$ cat config.mk
export PLATFORM = sky130hd
export DESIGN_NAME = compact_integer_encoder
export DESIGN_NICKNAME = d
export VERILOG_FILES = /design/src/cie_pkg.sv /design/src/cie_front.sv /design/src/cie_fifo.sv /design/src/cie_back.sv /design/src/compact_integer_encoder.sv
export VERILOG_INCLUDE_DIRS = /design/src /design/src/src
export SDC_FILE = /design/constraint.sdc
export NUM_CORES = 1
export LEC_CHECK = 0
export BUFFER_PORTS_ARGS = -buffer_cell sky130_fd_sc_hd__buf_4
export CORE_UTILIZATION = 62
export CTS_CLUSTER_SIZE = 24
export DETAILED_ROUTE_END_ITERATION = 7
export GPL_TIMING_DRIVEN = 0
export PLACE_DENSITY_LB_ADDON = 0.12
export SLEW_MARGIN = 0
export SYNTH_ARGS = -nofsm -noshare
export SYNTH_HDL_FRONTEND = slang
export SYNTH_HIERARCHICAL = 1
export SYNTH_SLANG_ARGS = --single-unit
$ cat constraint.sdc
create_clock -name i_clk -period 11 [get_ports i_clk]
set_clock_uncertainty 0.1 [all_clocks]
set_input_delay 1.65 -clock i_clk [delete_from_list [all_inputs] [get_ports i_clk]]
set_output_delay 1.65 -clock i_clk [all_outputs]
set_load 0.005 [all_outputs]
$ cat src/compact_integer_encoder_macros.svh
// assertion macros used by the serializer module (cie_back)
`ifndef COMPACT_INTEGER_ENCODER_MACROS_SVH
`define COMPACT_INTEGER_ENCODER_MACROS_SVH

// checked property, masked while reset is held
`define CIE_ASSERT(lbl, prop, msg) \
    lbl: assert property (@(posedge i_clk) disable iff (!i_rst_n) (prop)) else $error(msg);

// checked property that also covers the reset cycles
`define CIE_ASSERT_RST(lbl, prop, msg) \
    lbl: assert property (@(posedge i_clk) (prop)) else $error(msg);

`endif

$ cat src/cie_pkg.sv
`timescale 1ns / 1ps
// ----------------------------------------------------------------------------
// cie_pkg
// Shared types and constants of the compact integer encoder.
// ----------------------------------------------------------------------------
package cie_pkg;

    // field widths
    localparam int VALUE_W   = 64;
    localparam int BYTE_W    = 8;
    localparam int GROUP_W   = 7;
    localparam int LEN_W     = 3;

    // varint fits in fewer than 4 or 8 bytes below these bit counts
    localparam int VAR4_BITS = 21;
    localparam int VAR8_BITS = 49;

    // byte constants
    localparam logic [BYTE_W-1:0] VARINT_MASK = 8'h7F;
    localparam logic [BYTE_W-1:0] VARINT_MORE = 8'h80;
    localparam logic [BYTE_W-1:0] BYTE_MASK   = 8'hFF;

    // default depth of the job queue between front and back
    localparam int CIE_QUEUE_DEPTH = 4;

    // encoding form
    typedef enum logic [1:0] {
        CODE_FIXED8  = 2'd0,
        CODE_FIXED4  = 2'd1,
        CODE_VAR_POS = 2'd2,
        CODE_VAR_NEG = 2'd3
    } t_code;

    // one classified item waiting for serialization
    typedef struct packed {
        logic [VALUE_W-1:0] data;
        t_code              code;
        logic [LEN_W-1:0]   len_m1;
    } t_job;

endpackage

$ cat src/cie_front.sv
`timescale 1ns / 1ps
// ----------------------------------------------------------------------------
// cie_front
// Classifies one value: picks the form, the payload word and the byte count.
// ----------------------------------------------------------------------------
module cie_front
    import cie_pkg::*;
(
    input  logic [VALUE_W-1:0] i_value,
    output t_job               o_job
);

    logic               w_lim4;
    logic [31:0]        w_neg32;
    logic [VALUE_W-1:0] w_neg64;
    logic               w_pos_fit;
    logic               w_neg_fit;
    logic [VALUE_W-1:0] w_pay;
    logic [LEN_W-1:0]   w_groups;

    // width class and the two negations
    assign w_lim4  = (i_value[63:32] == 32'd0);
    assign w_neg32 = 32'd0 - i_value[31:0];
    assign w_neg64 = {VALUE_W{1'b0}} - i_value;

    // does the short varint fit under the limit
    assign w_pos_fit = w_lim4 ? ((i_value >> VAR4_BITS) == '0)
                              : ((i_value >> VAR8_BITS) == '0);
    assign w_neg_fit = w_lim4 ? ((w_neg32 >> VAR4_BITS) == '0)
                              : ((w_neg64 >> VAR8_BITS) == '0);

    // payload word handed to the serializer
    always_comb begin
        if (w_pos_fit) begin
            w_pay = i_value;
        end else if (w_neg_fit) begin
            w_pay = w_lim4 ? {32'd0, w_neg32} : w_neg64;
        end else begin
            w_pay = i_value;
        end
    end

    // extra 7-bit groups beyond the first; payload stays below 2^49 here
    always_comb begin
        w_groups = '0;
        for (int k = 1; k < 7; k++) begin
            if ((w_pay >> (GROUP_W * k)) != '0) begin
                w_groups = w_groups + LEN_W'(1);
            end
        end
    end

    // assemble the job
    always_comb begin
        o_job.data = w_pay;
        if (w_pos_fit) begin
            o_job.code   = CODE_VAR_POS;
            o_job.len_m1 = w_groups;
        end else if (w_neg_fit) begin
            o_job.code   = CODE_VAR_NEG;
            o_job.len_m1 = w_groups;
        end else if (w_lim4) begin
            o_job.code   = CODE_FIXED4;
            o_job.len_m1 = LEN_W'(3);
        end else begin
            o_job.code   = CODE_FIXED8;
            o_job.len_m1 = LEN_W'(7);
        end
    end

endmodule

$ cat src/cie_fifo.sv
`timescale 1ns / 1ps
// ----------------------------------------------------------------------------
// cie_fifo
// Small job queue that decouples the classifier from the serializer.
// ----------------------------------------------------------------------------
module cie_fifo
    import cie_pkg::*;
#(
    parameter int DEPTH = CIE_QUEUE_DEPTH
) (
    input  logic i_clk,
    input  logic i_rst_n,
    input  logic i_wr,
    input  t_job i_wdata,
    output logic o_full,
    input  logic i_rd,
    output t_job o_rdata,
    output logic o_empty
);

    localparam int AW = (DEPTH > 1) ? $clog2(DEPTH) : 1;

    t_job        r_slots [DEPTH];
    logic [AW:0] r_wr_ptr;
    logic [AW:0] r_rd_ptr;
    logic [AW:0] n_wr_ptr;
    logic [AW:0] n_rd_ptr;
    logic        w_wr;
    logic        w_rd;

    // pointer compare with wrap bit
    assign o_empty = (r_wr_ptr == r_rd_ptr);
    assign o_full  = (r_wr_ptr[AW-1:0] == r_rd_ptr[AW-1:0]) &&
                     (r_wr_ptr[AW] != r_rd_ptr[AW]);
    assign w_wr    = i_wr && !o_full;
    assign w_rd    = i_rd && !o_empty;
    assign o_rdata = r_slots[r_rd_ptr[AW-1:0]];

    assign n_wr_ptr = w_wr ? r_wr_ptr + (AW+1)'(1) : r_wr_ptr;
    assign n_rd_ptr = w_rd ? r_rd_ptr + (AW+1)'(1) : r_rd_ptr;

    // pointers
    always_ff @(posedge i_clk) begin
        if (!i_rst_n) begin
            r_wr_ptr <= '0;
            r_rd_ptr <= '0;
        end else begin
            r_wr_ptr <= n_wr_ptr;
            r_rd_ptr <= n_rd_ptr;
        end
    end

    // slot storage
    always_ff @(posedge i_clk) begin
        if (w_wr) begin
            r_slots[r_wr_ptr[AW-1:0]] <= i_wdata;
        end
    end

endmodule

$ cat src/cie_back.sv
`timescale 1ns / 1ps
// ----------------------------------------------------------------------------
// cie_back
// Serializer: turns one job into its bytes and sends them into an output
// register, one per cycle while that register is free.
// ----------------------------------------------------------------------------
`include "compact_integer_encoder_macros.svh"

module cie_back
    import cie_pkg::*;
(
    input  logic              i_clk,
    input  logic              i_rst_n,
    input  t_job              i_job,
    input  logic              i_empty,
    output logic              o_rd,
    input  logic              i_pop,
    output logic              o_valid,
    output logic [BYTE_W-1:0] o_byte,
    output logic [1:0]        o_code,
    output logic              o_last
);

    logic               r_busy;
    logic [VALUE_W-1:0] r_data;
    t_code              r_code;
    logic [LEN_W-1:0]   r_left;
    logic               r_out_valid;
    logic [BYTE_W-1:0]  r_out_byte;
    t_code              r_out_code;
    logic               r_out_last;

    logic               n_busy;
    logic               n_out_valid;
    logic               w_adv;
    logic               w_load;
    logic               w_fixed;
    logic               w_final;
    logic [BYTE_W-1:0]  w_byte;
    logic [VALUE_W-1:0] w_shift;

    // output register frees up when empty or taken this cycle
    assign w_adv   = !r_out_valid || i_pop;
    assign w_final = (r_left == '0);
    assign w_load  = !i_empty && (!r_busy || (w_adv && w_final));
    assign o_rd    = w_load;

    // current byte and the remaining payload
    assign w_fixed = (r_code == CODE_FIXED8) || (r_code == CODE_FIXED4);
    always_comb begin
        if (w_fixed) begin
            w_byte  = r_data[BYTE_W-1:0] & BYTE_MASK;
            w_shift = r_data >> BYTE_W;
        end else begin
            w_byte  = (r_data[BYTE_W-1:0] & VARINT_MASK) |
                      (w_final ? '0 : VARINT_MORE);
            w_shift = r_data >> GROUP_W;
        end
    end

    // control next state
    always_comb begin
        n_out_valid = w_adv ? r_busy : r_out_valid;
        if (w_load) begin
            n_busy = 1'b1;
        end else if (w_adv && r_busy && w_final) begin
            n_busy = 1'b0;
        end else begin
            n_busy = r_busy;
        end
    end

    always_ff @(posedge i_clk) begin
        if (!i_rst_n) begin
            r_busy      <= 1'b0;
            r_out_valid <= 1'b0;
        end else begin
            r_busy      <= n_busy;
            r_out_valid <= n_out_valid;
        end
    end

    // job payload
    always_ff @(posedge i_clk) begin
        if (w_load) begin
            r_data <= i_job.data;
            r_code <= i_job.code;
            r_left <= i_job.len_m1;
        end else if (w_adv && r_busy) begin
            r_data <= w_shift;
            r_left <= r_left - LEN_W'(1);
        end
    end

    // output register payload
    always_ff @(posedge i_clk) begin
        if (w_adv && r_busy) begin
            r_out_byte <= w_byte;
            r_out_code <= r_code;
            r_out_last <= w_final;
        end
    end

    assign o_valid = r_out_valid;
    assign o_byte  = r_out_byte;
    assign o_code  = r_out_code;
    assign o_last  = r_out_last;

    // checks
    `CIE_ASSERT_RST(a_reset_clears_out, !i_rst_n |=> !r_out_valid, "output valid after reset")
    `CIE_ASSERT(a_fixed4_len, (w_load && i_job.code == CODE_FIXED4) |-> (i_job.len_m1 == LEN_W'(3)), "fixed4 job not 4 bytes")
    `CIE_ASSERT(a_varint_cont, (r_out_valid && (r_out_code == CODE_VAR_POS || r_out_code == CODE_VAR_NEG)) |-> (r_out_byte[7] == !r_out_last), "varint continuation bit wrong")
    `CIE_ASSERT(a_job_done, (r_busy && w_final && w_adv && !w_load) |=> !r_busy, "serializer did not retire job")

endmodule

$ cat src/compact_integer_encoder.sv
`timescale 1ns / 1ps
// ----------------------------------------------------------------------------
// compact_integer_encoder
// Encodes a 64-bit value as a short run of tagged bytes (varint, negated
// varint or fixed little-endian).
// ----------------------------------------------------------------------------
// Usage:
//   Input channel: drive i_value and raise push; the item is taken at a clock
//   edge where push is high and full is low.
//   Result channel: while empty is low, o_out_byte, o_type_code and o_last
//   show the oldest byte; it is taken at an edge where pop is high.
//   Each item yields 1 to 8 bytes; o_last marks its final byte and
//   o_type_code is the same on every byte of one item.
//   Path: an item passes through the job queue and the serializer's job
//   register before its first byte reaches the output register.
//   Throughput: one byte per cycle while the output register is free; an
//   item holds the serializer until its 1 to 8 bytes are sent, and the job
//   queue lets new items be classified while earlier ones are still being sent.
//   When the receiver stalls, the output register holds, the serializer
//   waits, the queue fills and full rises.
//   Reset (synchronous, active low) empties the queue and the output.
// ----------------------------------------------------------------------------
module compact_integer_encoder
    import cie_pkg::*;
#(
    parameter int QUEUE_DEPTH = CIE_QUEUE_DEPTH
) (
    input  logic               i_clk,
    input  logic               i_rst_n,
    input  logic               push,
    output logic               full,
    input  logic [VALUE_W-1:0] i_value,
    output logic               empty,
    input  logic               pop,
    output logic [BYTE_W-1:0]  o_out_byte,
    output logic [1:0]         o_type_code,
    output logic               o_last
);

    t_job w_front_job;
    t_job w_queue_job;
    logic w_queue_empty;
    logic w_queue_rd;
    logic w_out_valid;

    // classifier
    cie_front u_front (
        .i_value (i_value),
        .o_job   (w_front_job)
    );

    // job queue
    cie_fifo #(
        .DEPTH (QUEUE_DEPTH)
    ) u_fifo (
        .i_clk   (i_clk),
        .i_rst_n (i_rst_n),
        .i_wr    (push),
        .i_wdata (w_front_job),
        .o_full  (full),
        .i_rd    (w_queue_rd),
        .o_rdata (w_queue_job),
        .o_empty (w_queue_empty)
    );

    // serializer
    cie_back u_back (
        .i_clk   (i_clk),
        .i_rst_n (i_rst_n),
        .i_job   (w_queue_job),
        .i_empty (w_queue_empty),
        .o_rd    (w_queue_rd),
        .i_pop   (pop),
        .o_valid (w_out_valid),
        .o_byte  (o_out_byte),
        .o_code  (o_type_code),
        .o_last  (o_last)
    );

    assign empty = !w_out_valid;

endmodule
==> impl_metrics.py <==
metrics = {
    "cts": {
        "htree_levels": 2,
        "cts_sinks": 366,
        "numCtsBuffers": 38,
        "cts.clk_slew.worst_paths_ns": 0.06,
        "post-cts-setup-buffers": 0,
        "cts_root_buffer": "clkbuf_16",
        "cts.repair.resized": 0,
        "cts_tree": "yes",
        "clk_latency_ns": 0.51,
        "clock_path_buffers": 3,
        "ctsHoldBuffers": 0,
    },
    "logic_synthesis": {
        "yosysTopAreaCell": "edfxtp_1",
        "synth.area.mux_share_pct": 8.92,
        "yosysMostFrequentCell": "edfxtp_1",
        "async_flop_share_pct": 0,
        "yosys.area.top_type_share_pct": 59.7,
        "synth_edf_count": 356,
        "synth-simple-area-share_pct": 13.6,
        "synth_xor_area_share_pct": 2.79,
        "synthCells": 1307,
        "synth_warnings": 6,
        "ys_types": 87,
        "synth_seq_cells": 366,
        "syn-num-nets": 1388,
        "synth-adder-area-share_pct": 0.908,
        "synth_top_family_by_area": "simple AND/OR/NAND/NOR gates",
        "seq_area_frac_synth_pct": 60.8,
        "syn_area_sq_um": 17900,
        "yosys-top-cells-count": "edfxtp_1 (356), nor2_1 (110), mux4_2 (69)",
        "synth-compound-area-share_pct": 10.0,
        "synthTopCellsByArea": "edfxtp_1 (60%), mux4_2 (8.7%), a211oi_1 (2.6%)",
        "synth_ff_type": "edfxtp_1",
        "syn_area_per_cell_sq_um": 13.7,
    },
    "final_layout": {
        "nFillCells": 1869,
        "stdcell_count": 1825,
        "final_util_pct": 72.0,
        "n_antenna_cell": 0,
        "nets": 1502,
        "area_growth_pct": 12.9,
        "drive_gt1_share_pct": 18.7,
        "design_area_sq_um": 20200,
    },
    "die": {
        "start_util_pct": 63.8,
        "fp.coreArea_sq_um": 28100,
        "std_cell_rows": 61,
        "dieArea_sq_um": 29600,
        "fp.dieH_microns": 172,
        "die_w_microns": 172,
        "ios": 81,
    },
    "hold_path": {
        "hold_path_class": "reg2reg",
    },
    "job": {
        "cap_violations": 0,
    },
    "place": {
        "hpwl_microns": 30900,
        "post-place-ws_ns": 0.417,
        "gp_congestion": 0.941,
        "place.port_buffers": 68,
        "dpl_cell_area_sq_um": 19100,
        "dp.cells": 1759,
    },
    "routing": {
        "ant_nets": 0,
        "route.detailed.drc": 1,
        "avgViaCountPerCell": 6.65,
        "first_pass_iters": 8,
        "vias": 12132,
        "drt-initial-drc-count": 1292,
        "routedWlPerCell_microns": 24.1,
        "wirelength_microns": 44000,
    },
    "pwr": {
        "p_leak_nw": 6.60,
        "powerDensity_nw_per_um2": 244,
        "vdd_drop_max_v": 0.000166,
    },
    "worst_setup_path": {
        "cpPeakStageDelay_ns": 0.91,
        "crit_top_cell": "ha_1",
        "cp.required_ns": 11.13,
        "crit_slowest_cell": "nor4_1",
        "critPathMaxFanout": 10,
        "end_kind": "flip-flop",
        "crit_type": "in2reg",
        "critPathArrivalTime_ns": 10.09,
        "startpoint_type": "primary input",
    },
    "timing": {
        "setup_viol": 0,
        "min_period_ns": 9.96,
        "worst-slew-pin-transition_ns": 1.38,
        "setup_tns_ns": 0,
        "grt_setup_unrepaired": "no",
        "hold_viol_final": 0,
        "fin_crit_sh_pct": 90.6,
        "fmax_mhz": 100,
        "slew_violations": 0,
        "maxSlewHeadroom_pct": 7.22,
        "final.setup.worst_slack_ns": 1.04,
    },
    "status": {
        "violations": "design-rule violations",
        "status": "finished with violations",
    },
    "global_route": {
        "grt_pass1_wl_microns": 66800,
        "grt_pass1_vias": 11663,
        "grt_max_degree": 68,
        "track_usage_pct": 30.6,
        "antenna_found_initial": 0,
        "grt_overflow": 0,
    },
}
## registers in the layout, summed over array words and instances (netlist names), 2 cells and up, named ones only
| register | flops |
|---|---|
| u_fifo/r_slots | 276 |
| u_back/r_data | 64 |
| u_back/o_byte | 8 |
| u_back/r_left | 3 |
| u_fifo/r_rd_ptr | 3 |
| u_fifo/r_wr_ptr | 3 |
| u_back/o_code | 2 |
| u_back/r_code | 2 |
## final cells by class
cell class	count	area [sq um]	share of cell area, %
timing repair buffer	74	668	3.31
tap	378	473	2.34
buffer	89	442	2.19
clock buffer	44	995	4.92
sequential	366	10900	53.9
clock inverter	22	141	0.700
multi-input combinational	830	6520	32.3
inverter	22	82.6	0.409
## cells by family after synthesis
family / Yosys count
buffers and inverters: 111
XOR/XNOR: 57
adder cells (fa/ha/maj): 13
multiplexers: 73
AO/OA/AOI/OAI: 247
AND/OR/NAND/NOR: 440
flip-flops: 366
## placed cells by master, fill, tap and decap left out, types with 9 or more instances in the layout
cell type and instances:
edfxtp_1 356, nor2_1 109, buf_4 70, mux4_2 69
a211oi_1 63, nor2b_1 59, a22oi_1 58, clkbuf_1 57
nand2_1 51, clkbuf_16 39, xnor2_1 38, nor3_1 36
nand3_1 29, o21ai_0 27, nor4_1 26, buf_2 23
a21oi_1 22, inv_1 21, and2_1 20, xor2_1 19
nand4_1 19, and3_1 15, ha_1 13, o31ai_1 13
or3_1 11, or4_1 11, dfxtp_1 10, clkinv_1 9
buf_6 9, a31oi_1 9
## worst max-delay path: cells and delay by family
kind	cells	cell delay, ns
adders and majority gates	4	1.11
xor gates and xnor gates	4	0.76
and+or+nand+nor	7	2.93
AOI/OAI and AO/OA	7	1.93
buffers and inverters	5	1.43
muxes	1	0.27
## final timing paths
path	startpoint	endpoint	slack [ns]	depth (start not counted)
min	u_back/r_data[6]$_DFFE_PP_	u_back/o_byte[6]$_DFFE_PP_	0.32	0
max reg2reg	u_fifo/r_wr_ptr[0]$_SDFFE_PN0P_	u_back/r_data[0]$_DFFE_PP_	7.86	6
max	i_value[28]	u_fifo/r_slots[0][2]$_DFFE_PP_	1.04	28
min reg2reg	u_back/r_data[6]$_DFFE_PP_	u_back/o_byte[6]$_DFFE_PP_	0.32	0
## per-layer routing
layer	part of all wire, %	track usage (%)	vias to the layer above	wire length (microns)
li1	-	-	5402	-
met1	41	43.8	5960	18000
met2	47	48.8	673	20600
met3	8.8	3.50	97	3890
met4	3.3	10.9	0	1430
met5	0	0	-	0
## where the power goes
| part | switching, mW | leakage, nW | internal, mW |
|---|---|---|---|
| Clock | 0.505 | 0.558 | 0.671 |
| Combinational | 1.01 | 2.65 | 0.608 |
| Sequential | 0.110 | 3.40 | 2.02 |
## per-stage QoR
step | hold WS, ns | total power, mW
detailed placement | 0.306 | 3.73
CTS | 0.322 | 4.92
floorplan | 0.300 | 3.23
global route | 0.327 | 5.16
global placement | 0.300 | 3.68
finish | 0.317 | 4.92
Power figures use the tool's default switching activity.
